**src/rtl/htw_cell.sv**
```systemverilog
// One storage cell of the slot ring: holds one packed slot entry and takes
// its neighbor's entry on each shift. Depends on nothing.
module htw_cell #(
    parameter int W = 8
) (
    input  logic         clk,
    input  logic         rst_n,
    input  logic         shift,
    input  logic [W-1:0] d,
    output logic [W-1:0] q
);

    logic [W-1:0] q_reg;

    always_ff @(posedge clk or negedge rst_n)
    begin
        if (!rst_n)
        begin
            q_reg <= '0;
        end
        else if (shift)
        begin
            q_reg <= d;
        end
    end

    assign q = q_reg;

endmodule

```
**config.mk**
```make
export PLATFORM = sky130hd
export DESIGN_NAME = htw_cell
export DESIGN_NICKNAME = d
export VERILOG_FILES = /design/src/rtl/htw_cell.sv
export SDC_FILE = /design/constraint.sdc
export NUM_CORES = 1
export LEC_CHECK = 0
export BUFFER_PORTS_ARGS = -buffer_cell sky130_fd_sc_hd__buf_2
export CAP_MARGIN = 30
export CORE_AREA = 2 2 39 41
export CTS_BUF_LIST = sky130_fd_sc_hd__clkbuf_16
export DETAILED_ROUTE_END_ITERATION = 7
export DIE_AREA = 0 0 41 43
export GPL_ROUTABILITY_DRIVEN = 0
export PLACE_DENSITY_LB_ADDON = 0.08
export SYNTH_ARGS = -nofsm -noshare
export SYNTH_HDL_FRONTEND = slang
export SYNTH_SLANG_ARGS = --single-unit
```
**constraint.sdc**
```tcl
create_clock -name clk -period 1.5 [get_ports clk]
set_input_delay 0.15 -clock clk [delete_from_list [all_inputs] [get_ports clk]]
set_output_delay 0.15 -clock clk [all_outputs]
set_load 0.005 [all_outputs]
```
# Word-level counts from Yosys, hierarchy flattened

Cells that the tools add are included.

Bits of input ports: 11
Flip-flop bits (word level): 8
Logic and storage cells: 1
Output and inout bits: 8

# Depth between registers and ports, before layout

Word-level depth: 0
Mapped depth: 2
Mapped depth without buffers: 1

# Worst setup path before layout

Ideal clock, no wire load.

Kind: register -> register
Start: reg, netlist name q[0]
End: reg q_reg[0] (netlist: q[0])
Arrival: 623 ps
Library setup time: 125 ps
Buffers on the path: 0
Data required time: 1375 ps
Setup slack: 752 ps
Clock period less this slack: 748 ps
Stages on the path, launching flop included: 2
Path through: dfrtp_1 -> mux2_4

RTL lines:

| element                | RTL line | source |
|---|---|---|
| end signal: assignment | 19       | `q_reg <= '0;` |
| end signal: assignment | 23       | `q_reg <= d;` |
| end: declaration       | 13       | `logic [W-1:0] q_reg;` |

# Worst setup path in the final report

Start: reg q_reg[7] (netlist: q[7])
End: out q[7]

RTL lines:

| element          | RTL line | source |
|---|---|---|
| end: declaration | 10       | `output logic [W-1:0] q` |

No word-level cell between the ends.

==> flow_metrics.tcl <==
set metrics [dict create \
    ir_worst_vdd_v 0.0006149 \
    max_cap_viol_count 0 \
    final_area_sq_um 515.5 \
    ant_nets 0 \
    antenna_cells 0 \
    total_leakage_power_nw 0.2714 \
    maxSlewHeadroom_pct 82.48 \
    grt_overflow 0 \
    power.density_nw_per_um2 1492 \
    die_area_sq_um 1763 \
    required_ns 1.35 \
    critical_path.top_delay_family "flip-flops" \
    setup_viol 0 \
    slew_viol_final 0 \
    core-area_sq_um 1384 \
    yosys_register_bits 8 \
    ctsResizeCount 0 \
    die_y_um 43 \
    final_common_cell "buf_2" \
    clockRootBuffer "clkbuf_16" \
    tightestPinTransition_ns 0.2628 \
    numCtsBuffers 3 \
    worstSetupPathType "reg -> out" \
    hpwlAfterDp_um 493.5 \
    routed_via_density 4.019 \
    endpoint_kind "output port" \
    rsz0062_at_grt "false" \
    nNetsFinal 51 \
    syn-num-nets 28 \
    period_share_pct 58.63 \
    wl_per_cell_um 12.17 \
    totalNegativeSetupSlack_ns 0 \
    areaGrowthSynthToFinish_pct 55.47 \
    grt_pass1_wl_um 993 \
    drc 0 \
    yosys_warnings 0 \
    num_rows 14 \
    clk_path_buf_depth 2 \
    place_area_sq_um 430.4 \
    track_usage_pct 9.146 \
    layout_common_cells "buf_2 (18), mux2_4 (8), dfrtp_1 (8)" \
    synth_area_leaders "dfrtp_1 (60%), mux2_4 (36%), buf_6 (3.4%)" \
    clk_pin_slew_worst_paths_ns 0.03 \
    syn_area_sq_um 331.6 \
    grt_pass1_vias 231 \
    cts.sinks 8 \
    fin_crit_ns 0.8795 \
    path_cells "buf_2" \
    max_freq_ghz 1.137 \
    io_pins 19 \
    critPathSlowestCell "dfrtp_1" \
    drt-pass1-iter-count 1 \
    hold_viol 0 \
    clk_latency_ns 0.23 \
    status "finished, final reports clean" \
    netlist.area_leader.share_pct 60.38 \
    ys_seq_area_share_pct 60.38 \
    p_total_uw 769.2 \
    fin_skew_ns 0 \
    vias 217 \
    grt_max_degree 9 \
    initial_core_util_pct 23.96 \
    postRouteWirelength_um 657 \
    drive_above_1_share_pct 76.32 \
    drt_iter0_markers 0 \
    arrival_ns 0.73 \
    die_x_um 41 \
    synth_area_per_cell_sq_um 19.50 \
    syn-instance-count 17 \
    crit_fanout 2 \
    antenna_found_initial 0 \
    worstSetupStartpointType "register" \
    max_stage_delay_ns 0.37 \
    yosys.area.top_type "dfrtp_1" \
    path_buf_inv 1 \
    tritoncts "built" \
    largest_register_ffs 8 \
    port_buffers 18 \
    fill_cells 124 \
    yosysUniqueCellTypes 3 \
    cts_htree_levels 1 \
    min_path_type "in -> reg" \
]
[cells by family after synthesis]
group                  share of synthesized area (%)
multiplexers                                   36.23
flip-flops                                     60.38
buffers and inverters                          3.396
[worst paths after layout]
kind                             end  depth (start not counted)  start  slack (ns)
worst max-delay path            q[7]                          1   q[7]        0.62
worst min-delay path            q[3]                          2   d[3]        0.16
worst max register to register  q[7]                          1   q[7]        0.73
worst min register to register  q[4]                          1   q[4]        0.51
max in group asynchronous       q[0]                          2  rst_n        1.05
min in group asynchronous       q[5]                          2  rst_n        0.29
[timing repair]
| action | CTS | global route |
|---|---|---|
| endpoints found under the setup margin | 0 | 0 |
| setup buffers | 0 | 0 |
| hold endpoints to repair | 8 | 0 |
| hold buffers | 1 | 0 |
[through the flow]
step	utilization, %	hold WS [ns]	cells	setup slack [ns]
floorplan	-	-0.1456	17	0.7517
global placement	31.10	-0.002209	50	0.6557
detailed placement	31.10	-0.001501	50	0.6349
CTS	37.25	0.1555	54	0.6084
global route	37.25	0.1562	54	0.5860
finish	37.25	0.1557	54	0.6205
[metal layers]
layer  GRT usage (%)  vias up  routed length [um]  part of all wire (%)
met5               0        -                   0                     0
met4           6.000        0                   0                     0
met3           4.712        0                  64                   9.7
met2           13.44       12                 312                    47
met1           9.699      105                 279                    42
li1                -      100                   -                     -
[report_power, final]
group | leakage (nW) | internal [mW] | switching [mW] | total (mW)
Clock | 0.0370 | 0.342 | 0.0902 | 0.432
Combinational | 0.141 | 0.0565 | 0.0297 | 0.0862
Sequential | 0.0935 | 0.239 | 0.0115 | 0.250
[cell type report]
type / count / area, sq um / area share (%)
clock buffer: 3 / 75.07 / 14.56
multi-input combinational: 8 / 120.1 / 23.30
sequential: 8 / 200.2 / 38.83
timing repair buffer: 19 / 100.1 / 19.42
tap: 16 / 20.02 / 3.883
[synth_stat cells]
cell type  instances
buf_6              1
dfrtp_1            8
mux2_4             8
No activity file was read; power rests on OpenSTA's default activity.
