<file path="config.mk">
export PLATFORM = sky130hd
export DESIGN_NAME = htw_place
export DESIGN_NICKNAME = d
export VERILOG_FILES = /design/src/rtl/htw_pkg.sv /design/src/rtl/htw_place.sv
export SDC_FILE = /design/constraint.sdc
export NUM_CORES = 1
export LEC_CHECK = 0
export BUFFER_PORTS_ARGS = -buffer_cell sky130_fd_sc_hd__clkbuf_2
export CAP_MARGIN = 25
export CELL_PAD_IN_SITES_DETAIL_PLACEMENT = 0
export CELL_PAD_IN_SITES_GLOBAL_PLACEMENT = 1
export CORE_UTILIZATION = 37
export DETAILED_ROUTE_END_ITERATION = 8
export PLACE_DENSITY_LB_ADDON = 0.1
export SYNTH_ARGS = -nofsm -noshare
export SYNTH_HDL_FRONTEND = slang
export SYNTH_SLANG_ARGS = --single-unit
</file>
<file path="constraint.sdc">
create_clock -name vclk -period 11.9
set_input_delay 1.19 -clock vclk [all_inputs]
set_output_delay 1.19 -clock vclk [all_outputs]
set_load 0.02 [all_outputs]
</file>
<file path="src/rtl/htw_pkg.sv">
// Package for the hierarchical timer wheel: operation codes, sweep states,
// fixed field widths and the control bundle to the slot update unit.
// No dependencies.
package htw_pkg;

    localparam int TIME_W  = 48;
    localparam int LEVEL_W = 3;
    localparam int OP_W    = 2;
    localparam int ID_W    = 6;
    localparam int DELAY_W = 32;

    localparam logic [OP_W-1:0] OP_ARM    = 2'd0;
    localparam logic [OP_W-1:0] OP_DISARM = 2'd1;
    localparam logic [OP_W-1:0] OP_TICK   = 2'd2;

    typedef enum logic [1:0] {
        ST_IDLE,
        ST_DIV,
        ST_SWEEP,
        ST_FLUSH
    } htw_state_t;

    typedef struct packed {
        logic tick;
        logic arm;
        logic disarm;
        logic match;
    } htw_ctl_t;

endpackage

</file>
<file path="src/rtl/htw_place.sv">
// Slot update unit at the head of the ring: expiry, cascade, placement and disarm of
// the entry passing by. Depends on htw_pkg.
module htw_place
    import htw_pkg::*;
#(
    parameter int FIRST_LEVEL_BITS = 8,
    parameter int UPPER_LEVEL_BITS = 6,
    parameter int LEVELS           = 5,
    parameter int SPW              = 8,
    parameter int EW               = 1 + LEVEL_W + SPW + TIME_W + 1
) (
    input  htw_ctl_t                                   ctl,
    input  logic [EW-1:0]                              entry_in,
    input  logic [DELAY_W-1:0]                         q_in,
    input  logic                                       q_rz,
    input  logic [TIME_W-1:0]                          tcount,
    input  logic [TIME_W-1:0]                          tcount_new,
    input  logic [FIRST_LEVEL_BITS-1:0]                f_old,
    input  logic [FIRST_LEVEL_BITS-1:0]                f_use,
    input  logic [LEVELS-2:0][UPPER_LEVEL_BITS-1:0]    upos_old,
    input  logic [LEVELS-2:0][UPPER_LEVEL_BITS-1:0]    upos_use,
    input  logic [LEVELS-2:0]                          casc,
    output logic [EW-1:0]                              entry_out,
    output logic                                       hit
);

    localparam int FB = FIRST_LEVEL_BITS;
    localparam int UB = UPPER_LEVEL_BITS;

    logic               armed, rz;
    logic [LEVEL_W-1:0] lvl;
    logic [SPW-1:0]     spk;
    logic [TIME_W-1:0]  dt;
    logic [TIME_W-1:0]  diff;
    logic [DELAY_W-1:0] iv;
    logic               dead, l0_hit, casc_hit;
    logic [LEVEL_W-1:0] p_lvl;
    logic [SPW-1:0]     p_spk;

    assign {armed, lvl, spk, dt, rz} = entry_in;
    assign diff = dt - tcount_new;
    assign dead = (dt < tcount_new) || ((dt == tcount_new) && rz);
    assign iv   = ctl.arm ? q_in : diff[DELAY_W-1:0];

    // level and spoke for a remaining interval in ticks
    always_comb
    begin
        logic        found;
        logic [63:0] idx;
        found = 1'b0;
        idx   = '0;
        p_lvl = '0;
        p_spk = SPW'(FB'(iv[FB-1:0] + f_use));
        if ((64'(iv) >> FB) != 64'd0)
        begin
            for (int k = 1; k < LEVELS; k++)
            begin
                if (!found && ((k == LEVELS - 1) ||
                    ((64'(iv) >> (FB + k * UB)) == 64'd0)))
                begin
                    idx   = (64'(iv) >> (FB + (k - 1) * UB)) - 64'd1 + 64'(upos_use[k-1]);
                    p_lvl = LEVEL_W'(k);
                    p_spk = SPW'(idx[UB-1:0]);
                    found = 1'b1;
                end
            end
        end
    end

    always_comb
    begin
        casc_hit = 1'b0;
        for (int k = 1; k < LEVELS; k++)
        begin
            if (lvl == LEVEL_W'(k) && casc[k-1] && spk == SPW'(upos_old[k-1]))
            begin
                casc_hit = 1'b1;
            end
        end
    end

    assign l0_hit = (lvl == '0) && (spk == SPW'(f_old));

    always_comb
    begin
        logic               armed_n, rz_n;
        logic [LEVEL_W-1:0] lvl_n;
        logic [SPW-1:0]     spk_n;
        logic [TIME_W-1:0]  dt_n;
        armed_n = armed;
        rz_n    = rz;
        lvl_n   = lvl;
        spk_n   = spk;
        dt_n    = dt;
        hit     = 1'b0;
        if (ctl.tick)
        begin
            if (armed && l0_hit)
            begin
                hit     = 1'b1;
                armed_n = 1'b0;
            end
            else if (armed && casc_hit)
            begin
                if (dead)
                begin
                    hit     = 1'b1;
                    armed_n = 1'b0;
                end
                else
                begin
                    lvl_n = p_lvl;
                    spk_n = p_spk;
                end
            end
        end
        else if (ctl.arm && ctl.match)
        begin
            armed_n = 1'b1;
            lvl_n   = p_lvl;
            spk_n   = p_spk;
            dt_n    = tcount + TIME_W'(q_in);
            rz_n    = q_rz;
        end
        else if (ctl.disarm && ctl.match)
        begin
            armed_n = 1'b0;
        end
        entry_out = {armed_n, lvl_n, spk_n, dt_n, rz_n};
    end

endmodule

</file>
# --- Word-level counts from Yosys, hierarchy flattened ---
# Index checks and enable logic that the tools add are counted.
totals:
  out_inout_bits: 62
  word_cells: 91
  mem_count: 0
  latch_bits: 0
  ramBits: 0
  mem_bits_ro: 0
  register_bits: 0
classes:
  n_div: 0
  addsub: 11
  order_cmp: 1
  n_mul: 0
  n_bitwise: 0
  shifts: 0
  n_reduce_logical: 24
  n_eq_ne: 10
  muxes: 45
ops:
  columns: ["operator", "n"]
  rows:
  - ["$logic_not 64->1", 3]
  - ["$mux 48", 2]
  - ["$mux 8", 10]
  - ["$reduce_bool 64->1", 1]
  - ["$add 48x32->48", 1]
  - ["$eq 48x48->1", 1]
  - ["$lt 48x48->1", 1]
  - ["$eq 8x6->1", 4]
  - ["$mux 32", 1]
  - ["$sub 32x32->32", 1]
  - ["$add 6x6->6", 4]
  - ["$sub 6x1->6 const B", 4]
  - ["$mux 1", 23]
  - ["$mux 3", 7]
  - ["$logic_and 1x1->1", 16]
  - ["$add 8x8->8", 1]
  - ["$eq 8x8->1", 1]
  - ["$eq 3x2->1 const B", 2]
  - ["$mux 2", 2]
  - ["$eq 3x1->1 const B", 1]
  - ["$eq 3x3->1 const B", 1]
  - ["$logic_not 3->1", 1]
  - ["$logic_not 1->1", 2]
  - ["$logic_or 1x1->1", 1]

# --- Logic depth before layout (Yosys ltp) ---
logic_depth:
  ltp_word: 19
  ltp_mapped: 23
  mapped_depth_nobuf: 22

# --- Least setup slack after synthesis ---
# Ideal clock, no wire load.
synth_path:
  path_kind: "input to output"
  start: "input port tcount_new[6]"
  end: "output port entry_out[54]"
  path_buffers: 1
  stages: 23
  slack_ns: 5.161
  required_time_ns: 10.710
  arrival_time_ns: 5.549
  path_cell_list: "inv_1 -> ha_1 -> buf_6 -> a211oi_4 -> o21bai_2 -> or4_4 -> a211o_1 -> and4_1 -> nor3_1 -> inv_1 -> ha_1 -> inv_1 -> ha_1 -> inv_1 -> fa_1 -> inv_1 -> a21o_1 -> a21oi_1 -> xnor2_1 -> xnor2_1 -> nand2_1 -> o21ai_0 -> a221oi_1"
synth_via:
  elab_chain_len: 19
  elab_cells_between_ends: 38
  classes_between: "add/sub (9); order compare (1); eq/ne (1); mux (17); reduce/logical (10)"
synth_lines:
  columns: ["element", "line", "rtl"]
  rows:
  - ["start, declared", "htw_place.sv:17", "input logic [TIME_W-1:0] tcount_new,"]
  - ["branches (longest 18 deep; another with $sub 32x32->32)", null, null]
  - ["$mux 8 (*)", "htw_place.sv:96", "if (ctl.tick)"]
  - ["end, declared", "htw_place.sv:23", "output logic [EW-1:0] entry_out,"]
# Mark *: on every way between the ends. The select of a mux whose other input is x is not followed.

# --- Final worst setup path ---
layout_path:
  start: "input port entry_in[4]"
  end: "output port entry_out[52]"
layout_via:
  elab_chain_len: 19
  elab_cells_between_ends: 39
  classes_between: "add/sub (10); order compare (1); eq/ne (1); mux (17); reduce/logical (10)"
layout_lines:
  columns: ["element", "line", "rtl"]
  rows:
  - ["start, declared", "htw_place.sv:13", "input logic [EW-1:0] entry_in,"]
  - ["branches (longest 18 deep; another with $sub 32x32->32)", null, null]
  - ["$mux 8 (*)", "htw_place.sv:96", null]
# Marked as above.

==> results.sh <==
export IMPL_detailroute_via_count=9092
export IMPL_postCtsHoldBufs=0
export IMPL_synth_net_count=1529
export IMPL_max_stage_delay_ns=0.81
export IMPL_crit_fanout=13
export IMPL_critical_path_startpoint_category="input port"
export IMPL_drv_cap=0
export IMPL_dr_pass1_iters=5
export IMPL_global_route_usage_total=0.2645
export IMPL_numPortBuffers=324
export IMPL_power_density_cell_area_nw_per_um2=58.03
export IMPL_ff_latch_area_sq_um=0
export IMPL_crit_type="input port to output port"
export IMPL_cts_setup_buffers=0
export IMPL_grt_max_degree=92
export IMPL_critical_path_slowest_cell="sky130_fd_sc_hd__or4_1"
export IMPL_post_route_cells_drive_above_1_share=0.2525
export IMPL_die_y_microns=145.4
export IMPL_cts_resized=0
export IMPL_timing_worst_slew_pin_value_ns=0.8918
export IMPL_synth_top_area_share=0.2021
export IMPL_worstPathArrival_ns=6.09
export IMPL_ios=324
export IMPL_timing_final_setup_violations=0
export IMPL_final_min_clock_period_ns=7.279
export IMPL_worst_setup_path_end_kind="output port"
export IMPL_netlist_area_sq_um=7614
export IMPL_routed_wire_per_std_cell_microns=17.01
export IMPL_post_synth_num_cell_types=74
export IMPL_ir_drop_uv=20.54
export IMPL_syn_to_final_growth_pct=24.19
export IMPL_antenna_left=0
export IMPL_totalNegativeSetupSlack_ns=0
export IMPL_worst_path_dominant_cell_family="simple AND/OR/NAND/NOR gates"
export IMPL_drt_vias_per_instance=5.361
export IMPL_hold_viol=0
export IMPL_antenna_cells_inserted=0
export IMPL_yosysWarnings=0
export IMPL_static_leakage_power_nw=5.094
export IMPL_cp_buffers_inverters=2
export IMPL_syn_inst=1137
export IMPL_core_region_area_sq_um=20230
export IMPL_dpl_hpwl_microns=25380
export IMPL_n_sequential_cell=0
export IMPL_finalPower_uw=548.7
export IMPL_first_global_vias=8568
export IMPL_die_area_sq_um=21150
export IMPL_fin_crit_share=0.6117
export IMPL_initial_core_util=0.3763
export IMPL_timing_max_slew_rel_slack=0.4055
export IMPL_fmax_ghz=0.1374
export IMPL_mostFrequentLayoutCell="sky130_fd_sc_hd__clkbuf_2"
export IMPL_grt_first_pass_wirelength_microns=45340
export IMPL_gp_routability_congestion=0.9167
export IMPL_crit_required_ns=10.71
export IMPL_fin_nets=1820
export IMPL_hp_class="input port to output port"
export IMPL_die_width_microns=145.4
export IMPL_gr_total_overflow=0
export IMPL_cp_cell_sequence="clkbuf_2 > ha_1 > nand3_1 > o21ba_2 > o311ai_0 > nand3_1 > a21oi_1 > nor4_1 > o41ai_1 > nand4b_1 > or4_1 > or3_1 > a31oi_1 > clkbuf_2"
export IMPL_synth_seq_area_share=0
export IMPL_routed_wl_microns=28850
export IMPL_post_route_drc_count=0
export IMPL_clkbuf_count=0
export IMPL_run_status="finished clean"
export IMPL_drv_slew=0
export IMPL_floorplan_rows=52
export IMPL_synthTopCellsByArea="sky130_fd_sc_hd__ha_1 (20%), sky130_fd_sc_hd__xnor2_1 (6.9%), sky130_fd_sc_hd__inv_1 (6.6%), sky130_fd_sc_hd__a21oi_1 (6.2%), sky130_fd_sc_hd__xor2_1 (6.1%)"
export IMPL_yosysTopAreaCell="sky130_fd_sc_hd__ha_1"
export IMPL_syn_avg_cell_area_sq_um=6.696
export IMPL_dr_first_iter_drc_count=430
export IMPL_highest_count_cells_in_the_layout_ignoring_fill_and_taps="sky130_fd_sc_hd__clkbuf_2 (324), sky130_fd_sc_hd__inv_1 (134), sky130_fd_sc_hd__ha_1 (123), sky130_fd_sc_hd__nand2_1 (120), sky130_fd_sc_hd__a21oi_1 (95)"
export IMPL_grt_antenna_before_repair=0
export IMPL_rsz_0062_raised_after_global_routing="false"
-- metrics by stage --
step	instance area (sq um)	hold WS (ns)	utilization	worst slack, ns	std cells
floorplan	7614	2.541	-	5.162	1137
global placement	9450	2.699	0.4670	4.908	1695
detailed placement	9450	2.692	0.4670	4.731	1695
CTS	9450	2.694	0.4670	4.749	1695
global route	9455	2.697	0.4673	4.393	1696
finish	9455	2.690	0.4673	4.621	1696
-- layout make-up --
cell class | count | area [sq um]
well taps | 270 | 337.8
inverters | 134 | 503.0
fillers | 2203 | 10780
repair buffers | 331 | 1672
multi-input cells | 961 | 6943
-- cell families after synthesis --
kind of cell             count (synthesis)  synth area share
AND/OR/NAND/NOR                        329            0.2176
buffers and inverters                  176           0.08808
XOR/XNOR                               113            0.1300
multiplexers                            20           0.02728
adder cells (fa/ha/maj)                130            0.2205
AO/OA/AOI/OAI                          369            0.3165
-- power by group --
| part | switching, mW | total, mW | internal [mW] |
|---|---|---|---|
| clock network | 0 | 0 | 0 |
| registers | 0 | 0 | 0 |
| logic | 0.315 | 0.549 | 0.234 |
| total | 0.315 | 0.549 | 0.234 |
-- per-layer routing --
metal	track usage	vias to the layer above	routed length [microns]
li1	-	4663	-
met3	0.02853	12	1803
met4	0.01947	0	211
met2	0.4529	317	13100
met5	0	-	0
met1	0.3695	4100	13730
-- synth_stat cells, types with 18 or more instances --
cell,instances
sky130_fd_sc_hd__inv_1,134
sky130_fd_sc_hd__ha_1,123
sky130_fd_sc_hd__nand2_1,120
sky130_fd_sc_hd__a21oi_1,95
sky130_fd_sc_hd__o21ai_0,91
sky130_fd_sc_hd__xnor2_1,60
sky130_fd_sc_hd__xor2_1,53
sky130_fd_sc_hd__nor2_1,46
sky130_fd_sc_hd__a21o_1,42
sky130_fd_sc_hd__clkbuf_1,38
sky130_fd_sc_hd__nand3_1,25
sky130_fd_sc_hd__nor3_1,20
sky130_fd_sc_hd__nor2b_1,18
-- path summary, 6_finish.rpt --
check                   start             to  slack, ns  cells past startpoint
setup / recovery  entry_in[4]  entry_out[52]       4.62                     14
hold / removal           q_rz   entry_out[0]       2.69                      4
No activity file was read; power rests on OpenSTA's default activity.
